## config.mk

```make
export PLATFORM = sky130hd
export DESIGN_NAME = line_buffer_tokenizer_top_flat
export DESIGN_NICKNAME = d
export VERILOG_FILES = /design/src/hdl/lbt_pkg.sv /design/src/hdl/lbt_ifs.sv /design/src/hdl/lbt_ram.sv /design/src/hdl/lbt_front.sv /design/src/hdl/lbt_back.sv /design/src/hdl/line_buffer_tokenizer_top.sv /design/src/flat_wrapper.sv
export SDC_FILE = /design/constraint.sdc
export NUM_CORES = 1
export LEC_CHECK = 0
export BUFFER_PORTS_ARGS = -buffer_cell sky130_fd_sc_hd__buf_2
export CAP_MARGIN = 20
export CORE_ASPECT_RATIO = 1.25
export CORE_MARGIN = 2
export CORE_UTILIZATION = 32
export CTS_CLUSTER_DIAMETER = 40
export CTS_CLUSTER_SIZE = 20
export DETAILED_ROUTE_END_ITERATION = 7
export SLEW_MARGIN = 20
export SYNTH_ARGS = -nofsm -noshare
export SYNTH_HDL_FRONTEND = slang
export SYNTH_SLANG_ARGS = --single-unit
```

## constraint.sdc

```tcl
create_clock -name clk -period 6.7 [get_ports clk]
set_clock_uncertainty 0.05 [all_clocks]
set_input_delay 0 -clock clk [delete_from_list [all_inputs] [get_ports clk]]
set_output_delay 0 -clock clk [all_outputs]
set_load 0.005 [all_outputs]
```

## src/hdl/lbt_pkg.sv

```systemverilog
// Shared constants and types for the line buffer tokenizer.
// Depends on nothing. Imported by lbt_front, lbt_back, the top level and the testbench.
package lbt_pkg;

	localparam int BUF_DEPTH   = 32;
	localparam int ADDR_W      = $clog2(BUF_DEPTH);
	localparam int PTR_W       = ADDR_W + 1;
	localparam int QUEUE_DEPTH = 2;

	localparam logic [ADDR_W-1:0] FILL_LIMIT = ADDR_W'(BUF_DEPTH - 1);

	localparam logic [7:0] NL_BYTE = 8'h0A;
	localparam logic [7:0] SP_BYTE = 8'h20;

	localparam logic [1:0] CMD_BEGIN = 2'd0;
	localparam logic [1:0] CMD_CHAR  = 2'd1;
	localparam logic [1:0] CMD_TOKEN = 2'd2;

	typedef enum logic [1:0] {
		OP_BEGIN,
		OP_CHAR,
		OP_TOKEN
	} op_t;

	typedef struct packed {
		op_t        op;
		logic       is_nl;
		logic [7:0] ch;
	} work_item_t;

	typedef struct packed {
		logic       valid;
		work_item_t item;
	} work_head_t;

	typedef struct packed {
		logic [7:0] token_char;
		logic       token_found;
		logic       last;
		logic       overflow_line;
	} result_t;

endpackage

```

## src/hdl/lbt_ifs.sv

```systemverilog
// Valid/ready channel interfaces of the line buffer tokenizer.
// Standalone; the request channel and the result channel.
interface lbt_in_if;
	logic       valid;
	logic       ready;
	logic [1:0] command;
	logic [7:0] rx_char;

	modport source (output valid, command, rx_char, input ready);
	modport sink   (input valid, command, rx_char, output ready);
endinterface

interface lbt_out_if;
	logic       valid;
	logic       ready;
	logic [7:0] token_char;
	logic       token_found;
	logic       last;
	logic       overflow_line;

	modport source (output valid, token_char, token_found, last, overflow_line, input ready);
	modport sink   (input valid, token_char, token_found, last, overflow_line, output ready);
endinterface

```

## src/hdl/lbt_ram.sv

```systemverilog
// Generic single-write, single-read RAM with registered read data.
// Standalone; no reset, contents undefined until written.
module lbt_ram #(
	parameter int WIDTH = 8,
	parameter int DEPTH = 32
) (
	input  logic                     clk,
	input  logic                     we,
	input  logic [$clog2(DEPTH)-1:0] waddr,
	input  logic [WIDTH-1:0]         wdata,
	input  logic                     re,
	input  logic [$clog2(DEPTH)-1:0] raddr,
	output logic [WIDTH-1:0]         rdata
);

	logic [WIDTH-1:0] mem_q [DEPTH];

	always_ff @(posedge clk) begin
		if (we) begin
			mem_q[waddr] <= wdata;
		end
		if (re) begin
			rdata <= mem_q[raddr];
		end
	end

endmodule

```

## src/hdl/lbt_front.sv

```systemverilog
// Front end: accepts requests, decodes the command and queues work items.
// Depends on lbt_pkg and lbt_in_if.
module lbt_front
	import lbt_pkg::*;
(
	input  logic        clk,
	input  logic        arst_n,
	lbt_in_if.sink      in_ch,
	input  logic        pop,
	output work_head_t  head
);

	localparam int QIDX_W = $clog2(QUEUE_DEPTH);

	work_item_t          slot_q [QUEUE_DEPTH];
	logic [QIDX_W-1:0]   wr_idx_q;
	logic [QIDX_W-1:0]   rd_idx_q;
	logic [QIDX_W:0]     count_q;
	work_item_t          item_d;
	logic                keep;
	logic                push;

	assign in_ch.ready = (count_q != (QIDX_W + 1)'(QUEUE_DEPTH));

	always_comb begin
		item_d.ch    = in_ch.rx_char;
		item_d.is_nl = (in_ch.rx_char == NL_BYTE);
		item_d.op    = OP_BEGIN;
		keep         = 1'b1;
		case (in_ch.command)
			CMD_BEGIN: item_d.op = OP_BEGIN;
			CMD_CHAR:  item_d.op = OP_CHAR;
			CMD_TOKEN: item_d.op = OP_TOKEN;
			default:   keep = 1'b0;
		endcase
	end

	// unused command codes are accepted and dropped here
	assign push = in_ch.valid && in_ch.ready && keep;

	assign head.valid = (count_q != '0);
	assign head.item  = slot_q[rd_idx_q];

	always_ff @(posedge clk) begin
		if (push) begin
			slot_q[wr_idx_q] <= item_d;
		end
	end

	always_ff @(posedge clk or negedge arst_n) begin
		if (!arst_n) begin
			wr_idx_q <= '0;
			rd_idx_q <= '0;
			count_q  <= '0;
		end else begin
			if (push) begin
				wr_idx_q <= (wr_idx_q == QIDX_W'(QUEUE_DEPTH - 1)) ? '0 : wr_idx_q + QIDX_W'(1);
			end
			if (pop) begin
				rd_idx_q <= (rd_idx_q == QIDX_W'(QUEUE_DEPTH - 1)) ? '0 : rd_idx_q + QIDX_W'(1);
			end
			count_q <= count_q + (QIDX_W + 1)'(push) - (QIDX_W + 1)'(pop);
		end
	end

	a_pop_nonempty: assert property (@(posedge clk) disable iff (!arst_n)
		pop |-> head.valid)
		else $error("queue popped while empty");

	a_count_bound: assert property (@(posedge clk) disable iff (!arst_n)
		count_q <= (QIDX_W + 1)'(QUEUE_DEPTH))
		else $error("queue count beyond depth");

endmodule

```

## src/hdl/lbt_back.sv

```systemverilog
// Back end: line store, character append, token scan and result register.
// Depends on lbt_pkg, lbt_out_if and lbt_ram.
module lbt_back
	import lbt_pkg::*;
(
	input  logic        clk,
	input  logic        arst_n,
	input  work_head_t  head,
	output logic        pop,
	lbt_out_if.source   out_ch
);

	typedef enum logic [6:0] {
		ST_IDLE    = 7'b0000001,
		ST_NL_ZERO = 7'b0000010,
		ST_SKIP_RD = 7'b0000100,
		ST_SKIP_EV = 7'b0001000,
		ST_TOK_RD  = 7'b0010000,
		ST_TOK_EV  = 7'b0100000,
		ST_FIN     = 7'b1000000
	} state_t;

	state_t            state_q, state_d;
	logic [ADDR_W-1:0] fill_q, fill_d;
	logic [PTR_W-1:0]  scan_right_q, scan_right_d;
	logic [PTR_W-1:0]  ptr_q, ptr_d;
	logic              ovf_q, ovf_d;
	logic              done_q, done_d;
	logic              any_q, any_d;
	logic              zseen_q, zseen_d;
	logic              pend_v_q, pend_v_d;
	logic [7:0]        pend_q, pend_d;
	logic              out_valid_q;
	result_t           out_q;

	logic              we, re;
	logic [ADDR_W-1:0] waddr;
	logic [7:0]        wdata;
	logic [7:0]        rd_data;
	logic              push;
	result_t           push_res;
	logic              out_free;
	logic              ptr_lt_fill;
	logic              is_delim;
	logic              ovf_line;
	logic [PTR_W-1:0]  fill_ext;

	lbt_ram #(.WIDTH(8), .DEPTH(BUF_DEPTH)) u_store (
		.clk   (clk),
		.we    (we),
		.waddr (waddr),
		.wdata (wdata),
		.re    (re),
		.raddr (ptr_q[ADDR_W-1:0]),
		.rdata (rd_data)
	);

	assign out_free    = !out_valid_q || out_ch.ready;
	assign fill_ext    = {1'b0, fill_q};
	assign ptr_lt_fill = (ptr_q < fill_ext);
	assign is_delim    = (rd_data == SP_BYTE) || (rd_data == NL_BYTE);
	assign ovf_line    = done_q && ovf_q;

	always_comb begin
		state_d      = state_q;
		fill_d       = fill_q;
		scan_right_d = scan_right_q;
		ptr_d        = ptr_q;
		ovf_d        = ovf_q;
		done_d       = done_q;
		any_d        = any_q;
		zseen_d      = zseen_q;
		pend_v_d     = pend_v_q;
		pend_d       = pend_q;
		pop          = 1'b0;
		we           = 1'b0;
		waddr        = fill_q;
		wdata        = 8'h00;
		re           = 1'b0;
		push         = 1'b0;
		push_res     = '{token_char: 8'h00, token_found: 1'b0, last: 1'b1,
			overflow_line: ovf_line};
		case (state_q)
			ST_IDLE: begin
				if (head.valid) begin
					case (head.item.op)
						OP_BEGIN: begin
							pop = 1'b1;
							if (done_q) begin
								ovf_d        = 1'b0;
								done_d       = 1'b0;
								fill_d       = '0;
								scan_right_d = '0;
							end
						end
						OP_CHAR: begin
							pop = 1'b1;
							if (!ovf_q) begin
								if (fill_q < FILL_LIMIT) begin
									we     = 1'b1;
									wdata  = head.item.ch;
									fill_d = fill_q + ADDR_W'(1);
								end else begin
									ovf_d  = 1'b1;
									fill_d = '0;
								end
							end
							if (head.item.is_nl) begin
								state_d = ST_NL_ZERO;
							end
						end
						OP_TOKEN: begin
							if (!done_q) begin
								if (out_free) begin
									pop  = 1'b1;
									push = 1'b1;
								end
							end else begin
								pop      = 1'b1;
								ptr_d    = (scan_right_q >= fill_ext) ? fill_ext : scan_right_q;
								any_d    = 1'b0;
								zseen_d  = 1'b0;
								pend_v_d = 1'b0;
								state_d  = ST_SKIP_RD;
							end
						end
						default: pop = 1'b1;
					endcase
				end
			end
			ST_NL_ZERO: begin
				// terminator just past the stored bytes
				we      = 1'b1;
				done_d  = 1'b1;
				state_d = ST_IDLE;
			end
			ST_SKIP_RD: begin
				if (ptr_lt_fill) begin
					re      = 1'b1;
					state_d = ST_SKIP_EV;
				end else begin
					state_d = ST_FIN;
				end
			end
			ST_SKIP_EV: begin
				if (rd_data == SP_BYTE) begin
					ptr_d   = ptr_q + PTR_W'(1);
					state_d = ST_SKIP_RD;
				end else begin
					state_d = ST_TOK_EV;
				end
			end
			ST_TOK_RD: begin
				if (ptr_lt_fill) begin
					re      = 1'b1;
					state_d = ST_TOK_EV;
				end else begin
					state_d = ST_FIN;
				end
			end
			ST_TOK_EV: begin
				if (is_delim) begin
					we      = 1'b1;
					waddr   = ptr_q[ADDR_W-1:0];
					state_d = ST_FIN;
				end else if ((rd_data != 8'h00) && !zseen_q && pend_v_q && !out_free) begin
					state_d = ST_TOK_EV;
				end else begin
					any_d = 1'b1;
					if (rd_data == 8'h00) begin
						zseen_d = 1'b1;
					end else if (!zseen_q) begin
						// previous byte is not the last one: send it now
						if (pend_v_q) begin
							push     = 1'b1;
							push_res = '{token_char: pend_q, token_found: 1'b1, last: 1'b0,
								overflow_line: ovf_line};
						end
						pend_d   = rd_data;
						pend_v_d = 1'b1;
					end
					ptr_d   = ptr_q + PTR_W'(1);
					state_d = ST_TOK_RD;
				end
			end
			ST_FIN: begin
				if (out_free) begin
					push         = 1'b1;
					scan_right_d = ptr_q + PTR_W'(1);
					state_d      = ST_IDLE;
					if (any_q) begin
						push_res = '{token_char: pend_v_q ? pend_q : 8'h00, token_found: 1'b1,
							last: 1'b1, overflow_line: ovf_line};
					end
				end
			end
			default: state_d = ST_IDLE;
		endcase
	end

	always_ff @(posedge clk or negedge arst_n) begin
		if (!arst_n) begin
			state_q      <= ST_IDLE;
			fill_q       <= '0;
			scan_right_q <= '0;
			ptr_q        <= '0;
			ovf_q        <= 1'b0;
			done_q       <= 1'b0;
			any_q        <= 1'b0;
			zseen_q      <= 1'b0;
			pend_v_q     <= 1'b0;
			out_valid_q  <= 1'b0;
		end else begin
			state_q      <= state_d;
			fill_q       <= fill_d;
			scan_right_q <= scan_right_d;
			ptr_q        <= ptr_d;
			ovf_q        <= ovf_d;
			done_q       <= done_d;
			any_q        <= any_d;
			zseen_q      <= zseen_d;
			pend_v_q     <= pend_v_d;
			if (push) begin
				out_valid_q <= 1'b1;
			end else if (out_ch.ready) begin
				out_valid_q <= 1'b0;
			end
		end
	end

	always_ff @(posedge clk) begin
		pend_q <= pend_d;
		if (push) begin
			out_q <= push_res;
		end
	end

	assign out_ch.valid         = out_valid_q;
	assign out_ch.token_char    = out_q.token_char;
	assign out_ch.token_found   = out_q.token_found;
	assign out_ch.last          = out_q.last;
	assign out_ch.overflow_line = out_q.overflow_line;

	a_fill_bound: assert property (@(posedge clk) disable iff (!arst_n)
		fill_q <= FILL_LIMIT)
		else $error("fill count past buffer limit");

	a_scan_needs_line: assert property (@(posedge clk) disable iff (!arst_n)
		(state_q == ST_SKIP_RD || state_q == ST_SKIP_EV || state_q == ST_TOK_RD ||
		 state_q == ST_TOK_EV || state_q == ST_FIN) |-> done_q)
		else $error("token scan without completed line");

	a_eval_in_range: assert property (@(posedge clk) disable iff (!arst_n)
		(state_q == ST_TOK_EV || state_q == ST_SKIP_EV) |-> ptr_lt_fill)
		else $error("scan evaluates byte beyond fill count");

	a_no_overwrite: assert property (@(posedge clk) disable iff (!arst_n)
		push |-> out_free)
		else $error("result register overwritten");

	a_notfound_form: assert property (@(posedge clk) disable iff (!arst_n)
		(out_valid_q && !out_q.token_found) |-> (out_q.last && out_q.token_char == 8'h00))
		else $error("malformed not-found result");

endmodule

```

## src/hdl/line_buffer_tokenizer_top.sv

```systemverilog
// Line buffer tokenizer, top level.
// Depends on lbt_pkg, lbt_ifs, lbt_front and lbt_back.
//
// in_ch carries requests: command 0 begins a read pass (clears the line if it
// was completed), 1 appends rx_char to the line buffer, 2 asks for the next
// space-separated token. Command 3 is accepted and ignored.
// out_ch carries results: one per token byte with last on the final byte, or a
// single not-found result. overflow_line flags a completed line that overflowed.
// Requests enter a two-entry queue; in_ch.ready drops only while it is full.
// A newline character also passes a second state that writes the terminator.
// A token request before the line is complete gives a not-found result once the
// result register is free. Otherwise the request is decoded, each byte walked
// takes a store read and then an evaluate, the first token byte is evaluated
// a second time and a closing state sends the final result. A token byte is
// sent on the cycle after the next byte is evaluated and the final one in the
// closing state. A stalled receiver holds the result register and the scan
// waits on it; the queue keeps accepting until full.
// After reset the line is empty and not completed; the store needs no clearing.
module line_buffer_tokenizer_top
	import lbt_pkg::*;
(
	input  logic       clk,
	input  logic       arst_n,
	lbt_in_if.sink     in_ch,
	lbt_out_if.source  out_ch
);

	work_head_t head;
	logic       pop;

	lbt_front u_front (
		.clk    (clk),
		.arst_n (arst_n),
		.in_ch  (in_ch),
		.pop    (pop),
		.head   (head)
	);

	lbt_back u_back (
		.clk    (clk),
		.arst_n (arst_n),
		.head   (head),
		.pop    (pop),
		.out_ch (out_ch)
	);

endmodule

```

## src/flat_wrapper.sv

```systemverilog
// flat-port wrapper written by rule: the top's interface ports become plain ports
module line_buffer_tokenizer_top_flat import lbt_pkg::*;
  (clk, arst_n, in_ch_valid, in_ch_command, in_ch_rx_char, in_ch_ready, out_ch_valid, out_ch_token_char, out_ch_token_found, out_ch_last, out_ch_overflow_line, out_ch_ready);
  lbt_in_if in_ch_i ();
  lbt_out_if out_ch_i ();
  input  logic clk;
  input  logic arst_n;
  input wire logic [$bits(in_ch_i.valid)-1:0] in_ch_valid;
  input wire logic [$bits(in_ch_i.command)-1:0] in_ch_command;
  input wire logic [$bits(in_ch_i.rx_char)-1:0] in_ch_rx_char;
  output wire logic [$bits(in_ch_i.ready)-1:0] in_ch_ready;
  output wire logic [$bits(out_ch_i.valid)-1:0] out_ch_valid;
  output wire logic [$bits(out_ch_i.token_char)-1:0] out_ch_token_char;
  output wire logic [$bits(out_ch_i.token_found)-1:0] out_ch_token_found;
  output wire logic [$bits(out_ch_i.last)-1:0] out_ch_last;
  output wire logic [$bits(out_ch_i.overflow_line)-1:0] out_ch_overflow_line;
  input wire logic [$bits(out_ch_i.ready)-1:0] out_ch_ready;
  assign in_ch_i.valid = in_ch_valid;
  assign in_ch_i.command = in_ch_command;
  assign in_ch_i.rx_char = in_ch_rx_char;
  assign in_ch_ready = in_ch_i.ready;
  assign out_ch_valid = out_ch_i.valid;
  assign out_ch_token_char = out_ch_i.token_char;
  assign out_ch_token_found = out_ch_i.token_found;
  assign out_ch_last = out_ch_i.last;
  assign out_ch_overflow_line = out_ch_i.overflow_line;
  assign out_ch_i.ready = out_ch_ready;
  line_buffer_tokenizer_top u_core (.clk(clk), .arst_n(arst_n), .in_ch(in_ch_i), .out_ch(out_ch_i));
endmodule
```

======== Word level (Yosys, flattened, before mapping) ========
Memories as Yosys holds them, arrays and structs flattened. A register that Yosys moved wholly into a read port is not among the register bits.
Cells that the tools add are included.
W data, S select, Z words.
operators by class
  add/sub/neg operators ................... 6
  multiply operators ...................... 0
  div/mod/pow operators ................... 0
  $lt $le $gt $ge ......................... 3
  equal/unequal tests ..................... 31
  shift-type cells ........................ 0
  multiplexer cells ....................... 97
  bitwise logic cells ..................... 4
  reductions and logical operators ........ 34
operators with widths
  kind                  number
  $mux W6               13
  $mux W11              7
  $mux W7               7
  $mux W8               6
  $mux W1               45
  $pmux W7 S6           1
  $mux W5               5
  $ne A2 B2 Y1 const B  11
  $pmux W11 S2          1
  $reduce_and A5 Y1     4
  $pmux W6 S3           1
  $eq A8 B4 Y1 const B  2
  $pmux W7 S2           1
  $reduce_and A7 Y1     2
  $pmux W6 S2           1
  $reduce_bool A2 Y1    6
  $pmux W1 S2           5
  $pmux W5 S2           1
  $eq A8 B6 Y1 const B  1
  $logic_not A8 Y1      1
  $reduce_and A8 Y1     1
  $reduce_bool A8 Y1    1
  $eq A7 B1 Y1 const B  1
  $eq A7 B2 Y1 const B  1
  other kinds (32)      50
storage, ports and cells
  bits in registers ....................... 53
  bits in latches ......................... 0
  bits in writable memories ............... 278
  memory bits (read-only) ................. 0
  output and inout port bits .............. 13
  logic and storage cells ................. 195
  memories ................................ 2
memory list
  memory                       depth  width  rd ports  clocked after memory_dff  write ports  line             RTL
  u_core.u_back.u_store.mem_q  32     8      1         1                         1            lbt_ram.sv:16    logic [WIDTH-1:0] mem_q [DEPTH];
  u_core.u_front.slot_q        2      11     1         0                         1            lbt_front.sv:15  work_item_t slot_q [QUEUE_DEPTH];

======== Longest topological paths before layout ========
  depth in word-level cells ............... 8
  mapped depth ............................ 10
  mapped depth without buffers ............ 9

======== By module ========
Synthesis repeated with hierarchy kept, for this count alone.
unflattened totals
  cells, all modules ...................... 759
  area total of the unflattened synthesis .. 13953.4 um^2
by module, submodules not included
  module     times used  cells an instance  area an instance (um^2)  seq. area each (um^2)
  lbt_ram    1           417                10133.5                  7927.6
  lbt_back   1           284                2793.9                   1322.5
  lbt_front  1           58                 1026.0                   760.7

======== Least setup slack after synthesis ========
OpenSTA, ideal clock, no wires.
  kind .................................... flip-flop to flip-flop
  start ................................... reg u_core.u_back.state_q[4]
  end ..................................... mem u_core.u_back.u_store.mem_q[12][0] (enable)
  data arrival time ....................... 2.729 ns
  data required time ...................... 6.267 ns
  setup slack ............................. 3.538 ns
  stages on the path, launching flop included .. 8
  path buffers ............................ 2
  period minus slack after synthesis ...... 3.162 ns
  cell sequence ........................... dfrtp_1 or3_4 or3_4 buf_6 o41a_1 o22a_2 buf_6 nor3_1
between the ends
  cells in the longest elaborated chain, start to end .. 4
ends and longest elaborated chain
  what                                        line             RTL
  start: declaration                          lbt_back.sv:23   state_t state_q, state_d;
  start signal: assignment                    lbt_back.sv:214  state_q <= state_d;
  $eq A7 B6 Y1, or another cell as far along  lbt_back.sv:83   case (state_q)
  $pmux W1 S3                                 lbt_back.sv:83
  $mux W1                                     lbt_ram.sv:19    if (we) begin
  $mux W1 (implied by the code)               lbt_ram.sv:20    mem_q[waddr] <= wdata;
  end: declaration                            lbt_ram.sv:16
Several ways; a longest one is shown, not always the timed one.

======== Worst setup path in the final report ========
  start ................................... reg u_core.u_back.u_store.rdata[1], read port of u_core.u_back.u_store.mem_q
  end ..................................... mem u_core.u_back.u_store.mem_q[29][6] (enable)
between the ends
  cells in the longest elaborated chain, start to end .. 6
ends and longest elaborated chain
  what                                          line             RTL
  start: declaration                            lbt_ram.sv:13    output logic [WIDTH-1:0] rdata
  $eq A8 B6 Y1 or $eq A8 B4 Y1 (tied branches)  lbt_back.sv:61   assign is_delim = (rd_data == SP_BYTE) || (rd_data == NL_BYTE);
  $logic_or A1 B1 Y1 (*)                        lbt_back.sv:61
  $mux W1                                       lbt_back.sv:162  if (is_delim) begin
  $pmux W1 S3                                   lbt_back.sv:83
  $mux W1                                       lbt_ram.sv:19
  $mux W1 (implied by the code)                 lbt_ram.sv:20
Mark *: on every way between the ends. The rest lies on a longest branch, timed or not.

==> impl_metrics.toml <==
[routing]
first_pass_iters = 5
drt_wl_total_um = 29370
via_per_inst = 5.026
ant_nets = 0
num_vias = 7147
drc = 0
avgRoutedWirePerCell_um = 20.65
drt_iter0_drc = 604

[clocking]
cts-root-buf = "clkbuf_16"
clk_pin_slew_ns = 0.07
cts_buffers = 34
ctsHtreeMaxLevel = 2
clockBufferDepth = 3
cts_resized = 0
cts.sinks = 339
cts_tree = "yes"
clkLatencyLatePin_ns = 0.53

[finish]
multi_input_area_um2 = 3845
fin_util_pct = 37.55
seqCellArea_um2 = 10020
final_layout_size_suffix_gt1_share_pct = 26.25
nFillCells = 3895
final_area_um2 = 16170
area_growth_pct = 15.70
fin_cells = 1422
final_net_count = 859
antenna_cells = 0

[sta]
maxSlewViolCount = 0
fin_crit_ns = 3.768
tns_ns = 0
rsz0062_at_grt = "no"
worst_pin_slew_ns = 1.132
finalHoldViolCount = 0
maxClockFrequency_mhz = 265.4
setup_violations = 0
maxSlewHeadroom_pct = 24.20
timing.final.crit_share_pct = 56.24

[synth]
synth_area_leaders = "edfxtp_1 66%, mux4_2 13%, dfrtp_1 5.9%"
synth_area_um2 = 13980
ys_types = 62
yosysWarnings = 0
synthCells = 772
yosysMostFrequentCell = "edfxtp_1"
synth_edf_count = 305
yosysSeqAreaShare_pct = 71.62
synth_ff_type = "edfxtp_1"
syn_avg_cell_area_um2 = 18.11
syn-num-nets = 799
ys_ff_latch = 339
netlist_top_cells_count = "305 x edfxtp_1, 80 x mux4_2, 53 x nor2_1, 33 x dfrtp_1, 30 x nand2_1"
synth_top_area_share_pct = 65.53
async_flop_share_pct = 10.03
yosys.area.top_type = "edfxtp_1"

[floorplan]
io-pin-count = 27
std_cell_rows = 85
die_w_um = 190.9
die_h_um = 237.7
dieArea_um2 = 45380
start_util_pct = 32.45
fp.coreArea_um2 = 43070

[worst_setup_path]
critPathMaxFanout = 19
required_ns = 6.79
end_kind = "flop"
r2r_cells = 5
critPathLaunchType = "flop"
cp_data_arrival_time_ns = 3.86
critPathKind = "reg2reg"

[global_routing]
grt_remaining_overflow = 0
grt_pass1_vias = 7410
grt_use_total_pct = 13.29
grt_first_pass_wirelength_um = 44680
grt_max_degree = 53
antenna_found_initial = 0

[placement]
dp.cells = 1347
dpl.hpwl_um = 19070
postPlaceCellArea_um2 = 14820
gp_congestion = 0.7919
io_buffers = 26

[job]
maxCapViolations = 0

[outcome]
status = "finished clean"

[power]
peakVddDrop_mv = 0.1803
powerDensity_nw_per_um2 = 402.8
leakagePower_nw = 5.321

[min_path]
hold_class = "in2async"
-- worst paths after layout --
path	to	startpoint	slack (ns)
setup / recovery	u_core.u_back.u_store.mem_q[29][6]$_DFFE_PP_	u_core.u_back.u_store.rdata[1]$_DFFE_PP_	2.93
hold / removal	u_core.u_back.scan_right_q[5]$_DFFE_PN0P_	arst_n	0.07
setup reg to reg	u_core.u_back.u_store.mem_q[29][6]$_DFFE_PP_	u_core.u_back.u_store.rdata[1]$_DFFE_PP_	2.93
hold reg to reg	u_core.u_back.pend_q[4]$_DFFE_PP_	u_core.u_back.u_store.rdata[4]$_DFFE_PP_	0.42
max in group asynchronous	u_core.u_back.ptr_q[0]$_DFFE_PN0P_	arst_n	5.93
min in group clk	u_core.u_front.slot_q[0][7]$_DFFE_PP_	in_ch_rx_char[7]	0.16
-- report_power, final --
group | leakage, nW | switching [mW] | internal, mW
clock | 0.567 | 0.862 | 1.09
combinational | 1.50 | 0.950 | 0.822
sequential | 3.26 | 0.226 | 2.57
total | 5.32 | 2.04 | 4.48
-- final cells by class --
cell class	count	share of cell area, %
well taps	565	4.371
inverters	14	0.3250
flip-flops and latches	339	61.93
clock inverters	24	1.656
multi-input cells	387	23.78
repair buffers	56	2.414
clock buffers	37	5.524
-- cell families after synthesis --
family                     after synthesis  synth area share (%)
DFF                                    339                 71.62
and+or+nand+nor                        183                 6.678
muxes                                  104                 14.71
AOI/OAI and AO/OA                       78                 3.858
buffers and inverters                   46                 1.405
adders and majority gates               13                 1.164
xor gates and xnor gates                 9                0.5639
-- registers in the layout, summed over array words and instances (netlist names), 2 cells and up --
signal,cells
u_core.u_back.pend_q,8
u_core.u_back.out_ch.token_char,8
u_core.u_back.u_store.rdata,8
u_core.u_back.fill_q,5
u_core.u_front.count_q,2
u_core.u_back.u_store.mem_q,256
u_core.u_back.ptr_q,6
u_core.u_back.state_q,7
u_core.u_front.slot_q,22
u_core.u_back.scan_right_q,6
-- worst max-delay path, stage by stage (launching register included) --
cell	delay (ns)
edfxtp_1	0.43
or3b_2	0.51
a211oi_2	0.43
nand2_1	0.48
o22a_2	0.57
nor3_1	0.91
-- through the flow --
step                      setup slack [ns]  power (mW)  hold WS [ns]
after floorplan                      3.538       4.044       -0.3456
after global placement               3.034       4.598       0.08926
after detailed placement             2.860       4.623       0.09181
after CTS                            2.840       6.585       0.07008
after global routing                 2.689       6.811        0.1160
final                                2.932       6.514       0.06587
-- per-layer routing --
layer / share of wire, % / wire, um / vias to the layer above / global-route usage, %
met4: 2.6 / 761 / 0 / 4.698
li1: - / - / 3245 / -
met1: 42 / 12270 / 3691 / 16.59
met3: 4.6 / 1341 / 42 / 2.599
met5: 0 / 0 / - / 0
met2: 51 / 15000 / 169 / 22.88
-- layout by cell type, fill, tap and decap left out, types with 11 or more instances in the layout --
cell type        n
a31oi_1         12
mux2i_1         13
edfxtp_1       305
o21ai_0         17
dfrtp_1         31
ha_1            13
nand3_1         11
nor2_1          45
and2_1          15
clkbuf_16       35
nor3_1          13
nor3_2          11
mux4_2          80
a21oi_1         11
dlygate4sd3_1   14
nand2_1         30
buf_4           16
buf_2           26
inv_1           14
mux2_2          11
-- timing repair --
action,4_1_cts,5_1_grt
hold endpoints to repair,60,0
setup buffers,0,0
hold buffers,14,0
Power figures use the tool's default switching activity.
